$ cat config.mk
export PLATFORM = sky130hd
export DESIGN_NAME = msel_seq
export DESIGN_NICKNAME = d
export VERILOG_FILES = /design/src/hdl/msel_pkg.sv /design/src/hdl/msel_seq.sv
export SDC_FILE = /design/constraint.sdc
export NUM_CORES = 1
export LEC_CHECK = 0
export BUFFER_PORTS_ARGS = -buffer_cell sky130_fd_sc_hd__buf_2
export CELL_PAD_IN_SITES_DETAIL_PLACEMENT = 1
export CELL_PAD_IN_SITES_GLOBAL_PLACEMENT = 2
export CORE_UTILIZATION = 30
export DETAILED_ROUTE_END_ITERATION = 8
export HOLD_SLACK_MARGIN = 0.15
export PLACE_DENSITY = 0.79
export SYNTH_ARGS = -nofsm -noshare
export SYNTH_HDL_FRONTEND = slang
export SYNTH_SLANG_ARGS = --single-unit
$ cat constraint.sdc
create_clock -name clk -period 8.4 [get_ports clk]
set_input_delay 0.84 -clock clk [delete_from_list [all_inputs] [get_ports clk]]
set_output_delay 0.84 -clock clk [all_outputs]
set_load 0.03 [all_outputs]
$ cat src/hdl/msel_pkg.sv
// shared types and constants for the median select block
// sequencer state codes and the result handshake between sequencer and top level
// no dependencies
`default_nettype none

package msel_pkg;

  localparam int unsigned VALUE_W = 32;

  typedef enum logic [4:0] {
    ST_IDLE = 5'b00001,
    ST_INS  = 5'b00010,
    ST_CMP  = 5'b00100,
    ST_FIN  = 5'b01000,
    ST_OUT  = 5'b10000
  } seq_state_t;

  // sequencer to top level: load the result register this cycle
  typedef struct packed {
    logic load;
    logic ovf;
  } res_ctl_t;

endpackage

`default_nettype wire

$ cat src/hdl/msel_seq.sv
// insertion sequencer: keeps the value store sorted and reads the median on the last beat
// uses msel_pkg; drives the ports of one msel_ram instance
`default_nettype none

module msel_seq #(
  parameter int unsigned MAX_SET_SIZE = 256
) (
  input  wire logic                              clk,
  input  wire logic                              rst,
  input  wire logic                              sample_valid,
  output logic                                   sample_stall,
  input  wire logic signed [msel_pkg::VALUE_W-1:0] sample_value,
  input  wire logic                              is_final,
  input  wire logic                              out_busy,
  output msel_pkg::res_ctl_t                     res,
  output logic                                   wr_en,
  output logic [$clog2(MAX_SET_SIZE)-1:0]        wr_addr,
  output logic [msel_pkg::VALUE_W-1:0]           wr_data,
  output logic                                   rd_en,
  output logic [$clog2(MAX_SET_SIZE)-1:0]        rd_addr,
  input  wire logic [msel_pkg::VALUE_W-1:0]      rd_data
);

  localparam int unsigned AW = $clog2(MAX_SET_SIZE);
  localparam int unsigned CW = $clog2(MAX_SET_SIZE + 1);
  localparam logic [CW-1:0] FULL = CW'(MAX_SET_SIZE);

  msel_pkg::seq_state_t state, state_next;
  logic [CW-1:0] count, count_next;
  logic ovf, ovf_next;
  logic [AW-1:0] pos, pos_next;
  logic signed [msel_pkg::VALUE_W-1:0] value, value_next;
  logic final_flag, final_flag_next;

  assign sample_stall = (state != msel_pkg::ST_IDLE);

  always_comb begin
    state_next      = state;
    count_next      = count;
    ovf_next        = ovf;
    pos_next        = pos;
    value_next      = value;
    final_flag_next = final_flag;
    wr_en           = 1'b0;
    wr_addr         = pos;
    wr_data         = value;
    rd_en           = 1'b0;
    rd_addr         = pos - AW'(1);
    res.load        = 1'b0;
    res.ovf         = ovf;
    case (state)
      msel_pkg::ST_IDLE: begin
        if (sample_valid) begin
          value_next      = sample_value;
          final_flag_next = is_final;
          pos_next        = count[AW-1:0];
          state_next      = msel_pkg::ST_INS;
        end
      end
      msel_pkg::ST_INS: begin
        if (count == FULL) begin
          // store full, the beat is dropped
          ovf_next   = 1'b1;
          state_next = final_flag ? msel_pkg::ST_FIN : msel_pkg::ST_IDLE;
        end else if (pos == '0) begin
          wr_en      = 1'b1;
          count_next = count + CW'(1);
          state_next = final_flag ? msel_pkg::ST_FIN : msel_pkg::ST_IDLE;
        end else begin
          rd_en      = 1'b1;
          state_next = msel_pkg::ST_CMP;
        end
      end
      msel_pkg::ST_CMP: begin
        wr_en = 1'b1;
        if ($signed(rd_data) > value) begin
          // shift the larger neighbor up one slot
          wr_data    = rd_data;
          pos_next   = pos - AW'(1);
          state_next = msel_pkg::ST_INS;
        end else begin
          count_next = count + CW'(1);
          state_next = final_flag ? msel_pkg::ST_FIN : msel_pkg::ST_IDLE;
        end
      end
      msel_pkg::ST_FIN: begin
        rd_addr = AW'(count >> 1);
        if (!out_busy) begin
          rd_en      = 1'b1;
          state_next = msel_pkg::ST_OUT;
        end
      end
      msel_pkg::ST_OUT: begin
        res.load   = 1'b1;
        count_next = '0;
        ovf_next   = 1'b0;
        state_next = msel_pkg::ST_IDLE;
      end
      default: begin
        state_next = msel_pkg::ST_IDLE;
      end
    endcase
  end

  always_ff @(posedge clk) begin
    if (rst) begin
      state <= msel_pkg::ST_IDLE;
      count <= '0;
      ovf   <= 1'b0;
    end else begin
      state <= state_next;
      count <= count_next;
      ovf   <= ovf_next;
    end
    pos        <= pos_next;
    value      <= value_next;
    final_flag <= final_flag_next;
  end

endmodule

`default_nettype wire

==> flow_summary_export.csv <==
group,metric,value,unit
sta,fin_crit_sh,54.9,%
drt,drt_first_pass_iters,4,
cts,clk_latency,0.30,ns
synthesis,ys_seq_area_share,43.9,%
place,gp_congestion,0.742,
sta,post-route-min-period,4.62,ns
global_routing,track_usage,16.6,%
cts,cts_sinks,56,
cts,hold_buffers,0,
cts,cts_tree,"done",
place,io_buffers,121,
drt,routedWlPerCell,15.4,um
cells_and_area,area_delta_synth_final,25.7,%
sta,tns,0,ns
cts,clkTransAtPathRegs,0.07,ns
synthesis,synth.area.top_cells,"edfxtp_1, ha_1, dfxtp_1",
pwr,p_per_area,164,mW/mm^2
sta,hold_violations,0,
setup_path,criticalPathCategory,"in -> out",
setup_path,path_max_fanout,77,
drt,vias,3214,
global_routing,grt-ovfl-total,0,
cts,cts_max_level,2,
die,placementRows,38,
drt,route.detailed.drc,0,
synthesis,synth_area,0.00349,mm^2
pwr,total_power,0.721,mW
global_routing,antenna_found_initial,1,
die,fp.dieH,110,um
outcome,status,"finished clean",
sta,fmax,217,MHz
cells_and_area,drive_above_1_share,27.5,%
setup_path,start_kind,"input pin",
synthesis,synth_warnings,0,
place,dp_hpwl,7.59,mm
synthesis,synth_ff_type,"edfxtp_1",
drt,routed_via_density,5.01,
die,num_io_pins,122,
synthesis,synth_edf_count,41,
pwr,p_leak,1.99,nW
die,initial_core_util,31.5,%
synthesis,synth_top_area_share,35.3,%
sta,rsz0062_at_grt,"no",
synthesis,syn_nets,489,
cts,cts-root-buf,"clkbuf_16",
sta,worst_slew_pin_slew,0.748,ns
global_routing,first_global_vias,3077,
sta,slew_headroom,50.0,%
cells_and_area,seq_area,0.00153,mm^2
drt,drt_wl_total,9.91,mm
cells_and_area,finalNonFillerCells,642,
synthesis,netlist_instances,385,
cells_and_area,layout.nets,604,
cells_and_area,n_fill_cell,1355,
synthesis,yosys.area.top_type,"edfxtp_1",
global_routing,grt_pass1_wl,15.1,mm
sta,slew_violations,0,
cts,numCtsBuffers,5,
cells_and_area,multi_input_area,0.00173,mm^2
synthesis,syn_avg_cell_area,9.05,um^2
hold_path,worst_hold_path_type,"reg -> reg",
cts,cts_max_path_buffers,2,
setup_path,arrival,3.78,ns
pwr,vdd_ir_drop_max,0.0895,mV
drt,ant_nets,0,
place,dp.cells,633,
setup_path,cp-end-kind,"output pin",
sta,final.setup_skew,0.00596,ns
die,core,0.0111,mm^2
synthesis,ys_seq_elements,56,
die,die_area,0.0121,mm^2
cts,cts_setup_buffers,0,
job,maxCapViolCount,0,
die,die_w,110,um
drt,drtIter0Drc,115,
global_routing,grt_max_degree,78,
synthesis,synthArstFlopShare,0,%
sta,setup_viol,0,
cts,cts-resized-gates,0,
setup_path,cp_data_required_time,7.56,ns
synthesis,synth_cell_types,47,
worst max-delay path, cell delays in order:
cell      delay (ns)
buf_2           0.11
ha_1            0.28
a21o_1          0.18
a221o_1         0.32
a221oi_1        0.29
o21ai_1         0.19
a21oi_4         0.23
mux2i_4         0.24
buf_4           0.57
nand2_1         0.14
o21ai_0         0.13
buf_2           0.24
layout make-up:
class / count / area share, %
clock inverters: 1 / 0.114
inverters: 44 / 3.77
repair buffers: 123 / 14.2
flip-flops and latches: 56 / 34.9
multi-input cells: 270 / 39.5
diodes: 1 / 0.0571
clock buffers: 7 / 3.51
well taps: 140 / 4.00
routing by layer:
| layer | global-route usage [%] | share of wire, % | up-vias |
|---|---|---|---|
| met1 | 21.2 | 47 | 1516 |
| met2 | 27.9 | 46 | 92 |
| met5 | 0 | 0 | - |
| met4 | 5.14 | 1.1 | 0 |
| met3 | 3.68 | 5.8 | 8 |
| li1 | - | - | 1598 |
kinds of logic after synthesis:
| family | count (synthesis) | synth area share, % |
|---|---|---|
| simple gates | 127 | 17.3 |
| compound gates | 98 | 16.6 |
| buf+inv | 59 | 6.82 |
| flops | 56 | 43.9 |
| fa+ha+maj | 35 | 12.6 |
| xor+xnor | 6 | 1.51 |
| mux | 4 | 1.22 |
cell usage after synthesis (3+ instances only):
library cell / n
nor2_1: 25
nor4_1: 5
nand2_1: 56
clkbuf_1: 10
ha_1: 35
a21o_1: 7
nand3_1: 9
edfxtp_1: 41
inv_1: 44
nand4_1: 5
and4_1: 3
a221oi_1: 3
xnor2_1: 4
o21ai_0: 46
or4_1: 6
a21oi_1: 25
o31ai_1: 6
dfxtp_1: 15
nor3_1: 4
stage by stage:
| step | instance area [um^2] | utilization (%) | hold slack (ns) | setup WS (ns) |
|---|---|---|---|---|
| 2_1_floorplan | 3490 | - | 0.437 | 4.04 |
| 3_3_place_gp | 4220 | 38.1 | 0.462 | 3.86 |
| 3_5_place_dp | 4220 | 38.1 | 0.469 | 3.78 |
| 4_1_cts | 4380 | 39.5 | 0.473 | 3.77 |
| 5_1_grt | 4380 | 39.5 | 0.528 | 3.55 |
| 6_report | 4380 | 39.6 | 0.477 | 3.78 |
final timing paths:
| path | startpoint | endpoint | slack [ns] | depth (start not counted) |
|---|---|---|---|---|
| worst min-delay path | final_flag$_DFFE_PP_ | state[0]$_SDFFE_PP1P_ | 0.48 | 1 |
| worst max register to register | value[25]$_DFFE_PP_ | count[7]$_SDFFE_PP0P_ | 5.08 | 11 |
| worst min register to register | final_flag$_DFFE_PP_ | state[0]$_SDFFE_PP1P_ | 0.48 | 1 |
| worst max-delay path | rd_data[25] | wr_data[25] | 3.78 | 12 |
where the power goes:
part           leakage [nW]  internal [mW]  switching, mW  total, mW
Clock                0.0790          0.129          0.101      0.229
Sequential            0.514          0.317        0.00786      0.325
Combinational          1.40         0.0576          0.108      0.166
layout by cell type, fill, tap and decap left out, drive strengths merged, types with 2 or more instances in the layout:
cell type / Yosys / final
and2: 2 / 2
or2: 2 / 2
nand2: 56 / 56
dfxtp: 15 / 15
nor4: 5 / 5
mux2: 2 / 2
edfxtp: 41 / 41
buf: 5 / 123
or4: 6 / 6
nand3b: 2 / 2
a221o: 2 / 2
nand3: 9 / 9
and3: 2 / 2
xor2: 2 / 2
clkbuf: 10 / 7
mux2i: 2 / 2
inv: 44 / 44
nor2: 26 / 26
o31ai: 6 / 6
a21oi: 26 / 26
and4: 3 / 3
a221oi: 3 / 3
o21ai: 47 / 47
a21o: 7 / 7
nor3: 4 / 4
xnor2: 4 / 4
ha: 35 / 35
nand4: 5 / 5
sequential cells by signal, indices dropped and copies added (netlist names):
signal	count
count	9
final_flag	1
ovf	1
state	5
value	32
wr_addr	8
No activity file was read; power rests on OpenSTA's default activity.
